==> config.mk <==
export PLATFORM = sky130hd
export DESIGN_NAME = qrs_div
export DESIGN_NICKNAME = d
export VERILOG_FILES = /design/src/rtl/qrs_pkg.sv /design/src/rtl/qrs_div.sv
export SDC_FILE = /design/constraint.sdc
export NUM_CORES = 2
export LEC_CHECK = 0
export ABC_AREA = 1
export BUFFER_PORTS_ARGS = -buffer_cell sky130_fd_sc_hd__clkbuf_2
export CORE_ASPECT_RATIO = 0.75
export CORE_MARGIN = 2
export CORE_UTILIZATION = 40
export DETAILED_ROUTE_END_ITERATION = 8
export SLEW_MARGIN = 10
export SYNTH_ARGS = -nofsm -noshare
export SYNTH_HDL_FRONTEND = slang
export SYNTH_SLANG_ARGS = --single-unit
==> constraint.sdc <==
create_clock -name clock -period 34.4 [get_ports clock]
set_input_delay 6.88 -clock clock [delete_from_list [all_inputs] [get_ports clock]]
set_output_delay 6.88 -clock clock [all_outputs]
set_load 0.005 [all_outputs]
==> src/rtl/qrs_pkg.sv <==
// Shared constants and types for the quadratic root solver.
// No dependencies; every other file in rtl/ refers to this package by scoped name.
`timescale 1ns / 1ps
package qrs_pkg;

   localparam int OUT_BITS        = 34;
   localparam int STEPS_PER_STAGE = 2;

   typedef struct packed {
      logic neg_first;
      logic neg_second;
      logic cplx;
      logic degen;
   } flags_type;

endpackage

==> src/rtl/qrs_div.sv <==
// Pipelined unsigned restoring divider: two numerators over one shared divisor.
// Two quotient bits per stage; a sideband vector travels along. Uses qrs_pkg.
`timescale 1ns / 1ps
module qrs_div #(
   parameter int NUM_BITS  = 34,
   parameter int DEN_BITS  = 17,
   parameter int SIDE_BITS = 4
) (
   input  logic                 clock,
   input  logic                 reset,
   input  logic                 in_valid,
   output logic                 in_stall,
   input  logic [NUM_BITS-1:0]  in_num_first,
   input  logic [NUM_BITS-1:0]  in_num_second,
   input  logic [DEN_BITS-1:0]  in_den,
   input  logic [SIDE_BITS-1:0] in_side,
   output logic                 out_valid,
   input  logic                 out_stall,
   output logic [NUM_BITS-1:0]  out_quo_first,
   output logic [NUM_BITS-1:0]  out_quo_second,
   output logic [SIDE_BITS-1:0] out_side
);
   localparam int STEPS  = qrs_pkg::STEPS_PER_STAGE;
   localparam int STAGES = (NUM_BITS + STEPS - 1) / STEPS;

   logic [STAGES-1:0]    valid_ff;
   logic [STAGES-1:0]    adv;
   logic [NUM_BITS-1:0]  num_ff  [STAGES][2];
   logic [NUM_BITS-1:0]  num_in  [STAGES][2];
   logic [DEN_BITS-1:0]  rem_ff  [STAGES][2];
   logic [DEN_BITS-1:0]  rem_in  [STAGES][2];
   logic [DEN_BITS-1:0]  den_ff  [STAGES];
   logic [DEN_BITS-1:0]  den_in  [STAGES];
   logic [SIDE_BITS-1:0] side_ff [STAGES];
   logic [SIDE_BITS-1:0] side_in [STAGES];

   always_comb begin
      adv[STAGES-1] = !valid_ff[STAGES-1] || !out_stall;
      for (int k = STAGES - 2; k >= 0; k--) begin
         adv[k] = !valid_ff[k] || adv[k+1];
      end
   end

   always_comb begin
      logic [NUM_BITS-1:0] n;
      logic [DEN_BITS-1:0] rem;
      logic [DEN_BITS:0]   wide;
      for (int k = 0; k < STAGES; k++) begin
         den_in[k]  = (k == 0) ? in_den  : den_ff[k-1];
         side_in[k] = (k == 0) ? in_side : side_ff[k-1];
         for (int l = 0; l < 2; l++) begin
            if (k == 0) begin
               n   = (l == 0) ? in_num_first : in_num_second;
               rem = '0;
            end else begin
               n   = num_ff[k-1][l];
               rem = rem_ff[k-1][l];
            end
            for (int j = 0; j < STEPS; j++) begin
               if (k * STEPS + j < NUM_BITS) begin
                  wide = {rem, n[NUM_BITS-1]};
                  n    = {n[NUM_BITS-2:0], 1'b0};
                  if (wide >= {1'b0, den_in[k]}) begin
                     wide = wide - {1'b0, den_in[k]};
                     n[0] = 1'b1;
                  end
                  rem = wide[DEN_BITS-1:0];
               end
            end
            num_in[k][l] = n;
            rem_in[k][l] = rem;
         end
      end
   end

   always_ff @(posedge clock) begin
      if (reset) begin
         valid_ff <= '0;
      end else begin
         for (int k = 0; k < STAGES; k++) begin
            if (adv[k]) begin
               valid_ff[k] <= (k == 0) ? in_valid : valid_ff[k-1];
            end
         end
      end
   end

   always_ff @(posedge clock) begin
      for (int k = 0; k < STAGES; k++) begin
         if (adv[k]) begin
            den_ff[k]  <= den_in[k];
            side_ff[k] <= side_in[k];
            for (int l = 0; l < 2; l++) begin
               num_ff[k][l] <= num_in[k][l];
               rem_ff[k][l] <= rem_in[k][l];
            end
         end
      end
   end

   assign in_stall       = !adv[0];
   assign out_valid      = valid_ff[STAGES-1];
   assign out_quo_first  = num_ff[STAGES-1][0];
   assign out_quo_second = num_ff[STAGES-1][1];
   assign out_side       = side_ff[STAGES-1];

endmodule

==> results.ini <==
[min_path]
worstHoldStart=num_ff[3][10]$_DFFE_PP_
hold_class=reg2reg

[sta]
hold_viol_final=0
fmax_mhz=55.1
setup_viol=0
grt_setup_unrepaired=false
fin_ws_ps=16240
setup_tns_ps=0
relSlewSlack_pct=29.1
skew_ps=65.5
maxSlewViolCount=0
tightestPinTransition_ps=1060
holdWs_ps=367
post-route-period-util_pct=52.8
fin_crit_ps=18160

[cells_and_area]
layoutNonFillerInstCount=18500
multi_input_area_sq_mm=0.0611
area.growth.synth_to_final_pct=9.45
drive_gt1_share_pct=6.26
regArea_sq_mm=0.0616
layout_commonest_cell=nand2_1
final_cell_mix=3620 x nand2_1, 2040 x edfxtp_1, 1273 x inv_1, 1126 x ha_1, 1054 x a21oi_1
n_fill_cell=31000
nets=15300

[synthesis]
synth_fp_nets=15100
synth_ff_type=edfxtp_1
synth_top_area_share_pct=47.5
ys_types=69
synth_async_sr_flop_share_pct=0
yosysWarnings=0
synth_top_area_cell=edfxtp_1
syn_area_per_cell_sq_um=9.33
yosys-top-cells-area=edfxtp_1 47%, ha_1 11%, nand2_1 11%
syn_area_sq_mm=0.129
syn-instance-count=13800
yosysSeqAreaShare_pct=47.8
synth_edf_count=2040
ys_ff_latch=2057

[grt]
grt_pass1_wl_mm=529
grt.overflow.total=0
grt_usage_pct=20.8
grt_pass1_vias=88600
grt_max_degree=126
antenna_found_initial=8

[setup_path]
endpoint=in_stall
cp_common_cell=nand4_1
crit_chain=clkbuf_2 > nand2_4 > nor2_4 > nand4_1 > buf_12 > nor2_2 > nand4_1 > nor2_1 > nand4_4 > nor2_2 > nand4_1 > buf_4 > inv_1 > clkbuf_2
r2r_slack_ps=27630
critPathMaxStageDelay_ps=650
crit_start=out_stall
critPathTopFamily=simple AND/OR/NAND/NOR gates
reg2regPathDepth=24
critPathBufInv=5
cp-start-kind=input pin
cp_max_fo=125
cp.depth=14
cp-end-kind=output port
worstPathArrival_ps=11280
required_ps=27520
crit_slowest_cell=nor2_1
r2r_start=den_ff[0][187]$_DFFE_PP_
r2r_end=rem_ff[12][31]$_DFFE_PP_
crit_type=in2out

[drt]
route.detailed.drc=0
viasPerCell=5.23
first_pass_iters=6
antenna_left=0
wl_per_cell_microns=18.9
vias=96800
wl_mm=349
drtIter0Drc=9426

[clock_network]
cts_tree=yes
holdBufCountCts=0
insertion_delay_ps=900
ctsResizeCount=0
cts_buffer_depth=4
numCtsBuffers=217
clkSlewWorstSetupHoldPaths_ps=60
clock-root-buffer=clkbuf_16
post_cts_buffers=0
htree_num_levels=4
cts_sinks=2057

[pwr]
leakagePower_nw=64.2
total_power_w=0.0148
peakVddDrop_mv=0.0565
power.density_mw_per_mm2=105

[floorplanning]
ios=167
num_rows=180
die-area_sq_mm=0.327
fp.dieH_microns=496
die_w_microns=660
initial_core_util_pct=40.2
coreArea_sq_mm=0.321

[placement]
dp_hpwl_mm=274
placedCellCount=18100
place_congestion=0.948
place_ws_ps=16080
io_buffers=166

[run_status]
status=complete, no violations

[flow_run]
cap_violations=0

-- synthesized netlist by cell type (98+ instances only) --
library cell / n
nor3_1: 116
edfxtp_1: 2040
nor2_1: 704
xor2_1: 460
nand2_1: 3624
nand4_1: 98
inv_1: 1280
o21ai_0: 777
ha_1: 1126
o21ai_1: 243
a21oi_1: 1054
xnor2_1: 386
nand3_1: 809
-- cell type report --
| class | count | area share [%] |
|---|---|---|
| Clock buffer | 266 | 4.02 |
| Inverter | 1322 | 3.56 |
| Timing Repair Buffer | 199 | 0.773 |
| Antenna cell | 3 | 0.00532 |
| Sequential cell | 2057 | 43.6 |
| Tap cell | 4277 | 3.79 |
| Clock inverter | 131 | 0.943 |
| Multi-Input combinational cell | 10300 | 43.3 |
-- worst reg2reg max path, delay by kind of cell, from the launching register on --
family          cells  cell delay [ps]
simple gates       11             2110
buf+inv             3             1370
fa+ha+maj           3             1100
compound gates      7             1380
flops               1              520
-- worst min-delay path by stage --
stage,depth (start not counted),endpoint
after global routing,0,num_ff[6][64]$_DFFE_PP_
after detailed placement,0,num_ff[10][25]$_DFFE_PP_
final,0,num_ff[4][12]$_DFFE_PP_
after floorplan,0,num_ff[10][10]$_DFFE_PP_
after CTS,0,num_ff[4][12]$_DFFE_PP_
after global placement,0,num_ff[3][37]$_DFFE_PP_
-- where the power goes --
part / leakage (nW) / switching, W / internal, W / total (W)
logic: 38.4 / 0.00553 / 0.00297 / 0.00850
clock network: 3.37 / 0.00100 / 0.00132 / 0.00233
registers: 22.5 / 0.000321 / 0.00364 / 0.00396
-- flip-flops by register name, indices dropped and copies added (netlist names) --
register	flops
num_ff	1156
side_ff	68
valid_ff	17
rem_ff	544
den_ff	272
-- per-stage QoR --
| stage | util (%) | area, sq um |
|---|---|---|
| final | 44.0 | 141000 |
| after global routing | 44.0 | 141000 |
| after CTS | 44.0 | 141000 |
| after detailed placement | 41.8 | 134000 |
| after global placement | 41.8 | 134000 |
| after floorplan | - | 129000 |
-- cell families after synthesis --
family,after synthesis,share of synthesized area [%]
AOI/OAI and AO/OA,2561,11.0
xor gates and xnor gates,847,5.76
adders and majority gates,1190,11.9
buffers and inverters,1508,4.92
DFF,2057,47.8
and+or+nand+nor,5657,18.6
-- routing by layer --
metal / up-vias / GRT usage [%] / wire length [microns] / part of all wire [%]
li1: 48300 / - / - / -
met1: 45200 / 32.7 / 176000 / 50
met2: 2898 / 30.3 / 143000 / 41
met3: 328 / 3.25 / 25200 / 7.2
met4: 0 / 3.51 / 5240 / 1.5
met5: - / 0 / 0 / 0
Note: power is estimated with default switching activity, not from simulation.
