[config.mk]
export PLATFORM = sky130hd
export DESIGN_NAME = qrs_sqrt
export DESIGN_NICKNAME = d
export VERILOG_FILES = /design/src/rtl/qrs_pkg.sv /design/src/rtl/qrs_sqrt.sv
export SDC_FILE = /design/constraint.sdc
export NUM_CORES = 2
export LEC_CHECK = 0
export BUFFER_PORTS_ARGS = -buffer_cell sky130_fd_sc_hd__buf_2
export CAP_MARGIN = 20
export CORE_ASPECT_RATIO = 0.8
export CORE_MARGIN = 2
export CORE_UTILIZATION = 65
export CTS_BUF_LIST = sky130_fd_sc_hd__clkbuf_4 sky130_fd_sc_hd__clkbuf_8
export CTS_CLUSTER_DIAMETER = 30
export DETAILED_ROUTE_END_ITERATION = 8
export GPL_TIMING_DRIVEN = 0
export PLACE_DENSITY = 0.82
export RECOVER_POWER = 25
export REMOVE_ABC_BUFFERS = 1
export SETUP_SLACK_MARGIN = 0.4
export SYNTH_ARGS = -nofsm -noshare
export SYNTH_HDL_FRONTEND = slang
export SYNTH_SLANG_ARGS = --single-unit
[constraint.sdc]
create_clock -name clock -period 12.1 [get_ports clock]
set_input_delay 1.21 -clock clock [delete_from_list [all_inputs] [get_ports clock]]
set_output_delay 1.21 -clock clock [all_outputs]
set_load 0.02 [all_outputs]
[src/rtl/qrs_pkg.sv]
// Shared constants and types for the quadratic root solver.
// No dependencies; every other file in rtl/ refers to this package by scoped name.
`timescale 1ns / 1ps
package qrs_pkg;

   localparam int OUT_BITS        = 34;
   localparam int STEPS_PER_STAGE = 2;

   typedef struct packed {
      logic neg_first;
      logic neg_second;
      logic cplx;
      logic degen;
   } flags_type;

endpackage

[src/rtl/qrs_sqrt.sv]
// Pipelined fixed-point square root: floor(sqrt(mag * 2^(2*FRAC_BITS))).
// Two result bits per stage; a sideband vector travels with each transaction. Uses qrs_pkg.
`timescale 1ns / 1ps
module qrs_sqrt #(
   parameter int MAG_BITS  = 33,
   parameter int FRAC_BITS = 16,
   parameter int SIDE_BITS = 8
) (
   input  logic                                  clock,
   input  logic                                  reset,
   input  logic                                  in_valid,
   output logic                                  in_stall,
   input  logic [MAG_BITS-1:0]                   in_mag,
   input  logic [SIDE_BITS-1:0]                  in_side,
   output logic                                  out_valid,
   input  logic                                  out_stall,
   output logic [(MAG_BITS+1)/2+FRAC_BITS-1:0]   out_root,
   output logic [SIDE_BITS-1:0]                  out_side
);
   localparam int STEPS     = qrs_pkg::STEPS_PER_STAGE;
   localparam int ROOT_BITS = (MAG_BITS + 1) / 2 + FRAC_BITS;
   localparam int RAD_BITS  = 2 * ROOT_BITS;
   localparam int REM_BITS  = ROOT_BITS + 2;
   localparam int STAGES    = (ROOT_BITS + STEPS - 1) / STEPS;

   logic [STAGES-1:0]    valid_ff;
   logic [STAGES-1:0]    adv;
   logic [RAD_BITS-1:0]  rad_ff  [STAGES];
   logic [RAD_BITS-1:0]  rad_in  [STAGES];
   logic [REM_BITS-1:0]  rem_ff  [STAGES];
   logic [REM_BITS-1:0]  rem_in  [STAGES];
   logic [ROOT_BITS-1:0] root_ff [STAGES];
   logic [ROOT_BITS-1:0] root_in [STAGES];
   logic [SIDE_BITS-1:0] side_ff [STAGES];
   logic [SIDE_BITS-1:0] side_in [STAGES];

   always_comb begin
      adv[STAGES-1] = !valid_ff[STAGES-1] || !out_stall;
      for (int k = STAGES - 2; k >= 0; k--) begin
         adv[k] = !valid_ff[k] || adv[k+1];
      end
   end

   always_comb begin
      logic [RAD_BITS-1:0]  rad;
      logic [REM_BITS-1:0]  rem;
      logic [REM_BITS-1:0]  trial;
      logic [ROOT_BITS-1:0] root;
      for (int k = 0; k < STAGES; k++) begin
         if (k == 0) begin
            rad        = RAD_BITS'(in_mag) << (2 * FRAC_BITS);
            rem        = '0;
            root       = '0;
            side_in[k] = in_side;
         end else begin
            rad        = rad_ff[k-1];
            rem        = rem_ff[k-1];
            root       = root_ff[k-1];
            side_in[k] = side_ff[k-1];
         end
         for (int j = 0; j < STEPS; j++) begin
            if (k * STEPS + j < ROOT_BITS) begin
               rem   = {rem[REM_BITS-3:0], rad[RAD_BITS-1 -: 2]};
               rad   = rad << 2;
               trial = {root, 2'b01};
               if (rem >= trial) begin
                  rem  = rem - trial;
                  root = {root[ROOT_BITS-2:0], 1'b1};
               end else begin
                  root = {root[ROOT_BITS-2:0], 1'b0};
               end
            end
         end
         rad_in[k]  = rad;
         rem_in[k]  = rem;
         root_in[k] = root;
      end
   end

   always_ff @(posedge clock) begin
      if (reset) begin
         valid_ff <= '0;
      end else begin
         for (int k = 0; k < STAGES; k++) begin
            if (adv[k]) begin
               valid_ff[k] <= (k == 0) ? in_valid : valid_ff[k-1];
            end
         end
      end
   end

   always_ff @(posedge clock) begin
      for (int k = 0; k < STAGES; k++) begin
         if (adv[k]) begin
            rad_ff[k]  <= rad_in[k];
            rem_ff[k]  <= rem_in[k];
            root_ff[k] <= root_in[k];
            side_ff[k] <= side_in[k];
         end
      end
   end

   assign in_stall  = !adv[0];
   assign out_valid = valid_ff[STAGES-1];
   assign out_root  = root_ff[STAGES-1];
   assign out_side  = side_ff[STAGES-1];

endmodule

==> flow_summary_export.csv <==
group,metric,value,unit
outcome,outcome,"finished clean",
synth,yosys.area.top_type,"edfxtp_1",
setup_path,worstSetupPathType,"reg -> reg",
power_and_ir_drop,clkPwrFrac,0.245,
synth,synthDistinctLibCells,97,
floorplan,rows,109,
setup_path,cp_slowest_cell,"o311ai_0",
layout,layout_commonest_cell,"edfxtp_1",
global_routing,use_met3,0.0531,
floorplan,core_area,110000,sq um
worst_hold_path,whs_endpoint,"side_ff[0][113]",
synth,avgSynthCellArea,10.0,sq um
drt,vias_per_cell,6.26,
global_routing,antenna_found_initial,4,
drt,via_count,56100,
timing,tightest_slew,1.11,ns
timing,finalSetupViolCount,0,
setup_path,rrSetupSlack,2.23,ns
setup_path,path_depth,23,
timing,hold_violations,0,
place,placed_cell_area,74300,sq um
global_routing,grt.busiest_layer,"met2",
setup_path,worstPathCellList,"inv_1 -> ha_1 -> a211oi_1 -> nor2_1 -> o211ai_1 -> a21boi_0 -> o311ai_0 -> and2_1 -> clkinv_1 -> o21ai_0 -> ha_1 -> a21oi_1 -> o21ai_0 -> nor4_1 -> o31ai_1 -> and4_1 -> nor2_1 -> o31ai_1 -> o41ai_1 -> nand3b_1 -> nor3_2 -> buf_4 -> mux2_2",
layout,final_cell_mix,"edfxtp_1 (1061), nand2_1 (628), nor2_1 (607)",
worst_hold_path,hold_class,"reg -> reg",
layout,drive_above_1_share,0.0953,
setup_path,cp_data_arrival_time,10.53,ns
floorplan,start_util,0.655,
drt,wl,172000,microns
floorplan,dieWidth,377,microns
timing,fmax,101,MHz
power_and_ir_drop,p_seq_frac,0.362,
place,place_congestion,0.935,
cts,cts_setup_buffers,0,
floorplan,io-pin-count,88,
setup_path,crit_path_max_fanout,27,
synth,yosysSeqAreaShare,0.445,
worst_hold_path,holdPathStages,0,
timing,slew_violations,0,
layout,final_nets,7953,
global_routing,grtUsageMet2,0.449,
cts,cts_tree,"yes",
floorplan,die_h,302,microns
floorplan,fp.dieArea,114000,sq um
synth,syn_inst,7215,
setup_path,r2r_cells,23,
synth,yosys_warnings,0,
drt,wire_per_inst,19.1,microns
timing,fin_crit,9.87,ns
global_routing,groute.usage.overall,0.297,
cts,clkSinkCount,1078,
timing,slew_headroom,0.262,
global_routing,grt_pass1_wl,274000,microns
cts,clock_latency,0.94,ns
cts,h-tree-depth,4,
synth,netlist_area,72300,sq um
power_and_ir_drop,power-per-cell-area,202,nW/um^2
setup_path,r2r-end,"rem_ff[0][359]",
timing,rsz0062_at_grt,"no",
setup_path,path_buf_inv,3,
power_and_ir_drop,ir_drop,0.134,mV
setup_path,endpoint_kind,"flip-flop",
place,hpwlAfterDp,130000,microns
drt,drt_first_pass_iters,6,
setup_path,worstPathRequired,12.76,ns
cts,ctsHoldBuffers,0,
layout,layout.area.seq,32200,sq um
power_and_ir_drop,p_leak,0.0330,uW
setup_path,startpoint_type,"flip-flop",
global_routing,grt_pass1_vias,52800,
power_and_ir_drop,internal_power,9990,uW
setup_path,critical_path.top_delay_family,"compound AO/OA/AOI/OAI gates",
cts,path_clk_slew,0.06,ns
drt,route.detailed.drc,0,
setup_path,r2r_start,"root_ff[0][298]",
synth,synth_top_area_frac,0.441,
drt,drt-initial-drc-count,5537,
global_routing,met1_usage,0.444,
layout,final_area,78900,sq um
global_routing,grt.overflow.total,0,
synth,synth_area_leaders,"edfxtp_1 (44%), ha_1 (9.6%), xnor2_1 (5.2%)",
cts,clockRootBuffer,"clkbuf_8",
drt,postRouteAntennaNets,0,
synth,synth-main-ff-cell,"edfxtp_1",
global_routing,grt_max_degree,68,
run,max-cap-violations,0,
power_and_ir_drop,switching_power,5980,uW
place,numPortBuffers,87,
cts,post_cts_resized,0,
power_and_ir_drop,p_sw_frac,0.374,
worst_hold_path,hold_path_startpoint,"side_ff[0][105]",
synth,ys_seq_elements,1078,
cts,cts_buffer_depth,3,
timing,skew,0.0628,ns
timing,period_share,0.816,
power_and_ir_drop,p_comb_frac,0.393,
layout,fill_cells,7906,
layout,multiInputGateArea,37500,sq um
synth,synth_edf_count,1061,
setup_path,crit_path_max_incr_delay,0.90,ns
synth,synth-async-reset-ratio,0,
layout,syn_to_final_growth,9.15,%
timing,final.setup.tns,0,ns
cts,cts_made_buffers,205,
## logic make-up after synthesis
group | Yosys count | synth area share
buffers and inverters | 681 | 0.0381
DFF | 1078 | 0.445
AOI/OAI and AO/OA | 1739 | 0.155
xor gates and xnor gates | 670 | 0.0812
adders and majority gates | 561 | 0.0980
and+or+nand+nor | 2342 | 0.160
muxes | 144 | 0.0220
## synthesized netlist by cell type, drive strengths merged (46+ instances only)
cell       n
xnor2    433
nand2    634
o21a     118
a21oi    488
nand2b    80
or2       46
or3       88
and2      63
nor2b     80
edfxtp  1061
ha       552
and3      63
o31ai     91
a211oi    59
nand3    150
mux2     117
nor4      93
nor3     198
clkbuf   127
xor2     237
nand4     71
nor2     607
buf       75
a21o     205
o21bai    63
o21ai    371
inv      473
## power by group through the flow
stage	Clock [uW]	Sequential, uW	Combinational [uW]
2_1_floorplan	0	5550	4820
3_3_place_gp	0	5800	5850
3_5_place_dp	0	5820	6080
4_1_cts	3970	5750	6150
5_1_grt	4140	5850	6930
6_report	3910	5780	6280
## final cells by class
type / count / area share
diodes: 1 / 0.0000317
clock buffers: 243 / 0.0394
clock inverters: 138 / 0.0182
inverters: 479 / 0.0229
multi-input cells: 5456 / 0.475
flip-flops and latches: 1078 / 0.408
well taps: 1443 / 0.0229
repair buffers: 127 / 0.0138
## sequential cells by signal, indices dropped and copies added (netlist names)
register / flops
rad_ff: 128
rem_ff: 492
root_ff: 305
side_ff: 136
valid_ff: 17
## worst register-to-register path, stage by stage (launching register included)
cell and delay (ns):
edfxtp_1 0.44, inv_1 0.12, ha_1 0.27, a211oi_1 0.24, nor2_1 0.13, o211ai_1 0.37
a21boi_0 0.30, o311ai_0 0.90, and2_1 0.89, clkinv_1 0.88, o21ai_0 0.48, ha_1 0.29
a21oi_1 0.26, o21ai_0 0.25, nor4_1 0.39, o31ai_1 0.24, and4_1 0.30, nor2_1 0.17
o31ai_1 0.16, o41ai_1 0.76, nand3b_1 0.27, nor3_2 0.77, buf_4 0.36, mux2_2 0.38
## how the worst max path moves through the flow
stage,start,endpoint,slack [ns]
after CTS,root_ff[0][298],rem_ff[0][359],2.44
after floorplan,out_stall,in_stall,1.55
final,root_ff[0][298],rem_ff[0][359],2.23
after global routing,root_ff[0][298],rem_ff[0][359],1.50
after detailed placement,root_ff[0][298],rem_ff[0][359],2.49
after global placement,root_ff[0][397],rem_ff[0][479],-2.67
## per-stage QoR
stage                     hold WS [ns]  power, uW  std cells  worst slack [ns]   util
final                            0.403      16000       8965              2.23  0.714
after floorplan                  0.400      10400       7013              1.55      -
after CTS                        0.374      15900       8961              2.44  0.714
after global placement           0.401      11600       8543             -2.67  0.666
after global routing             0.405      16900       8965              1.50  0.714
after detailed placement         0.405      11900       8580              2.49  0.673
## metal layers
layer  vias up  routed length, microns
met4         0                    3200
met3       276                   13400
met2      2124                   74600
met1     26800                   80400
met5         -                       0
li1      26900                       -
Note: power is estimated with default switching activity, not from simulation.
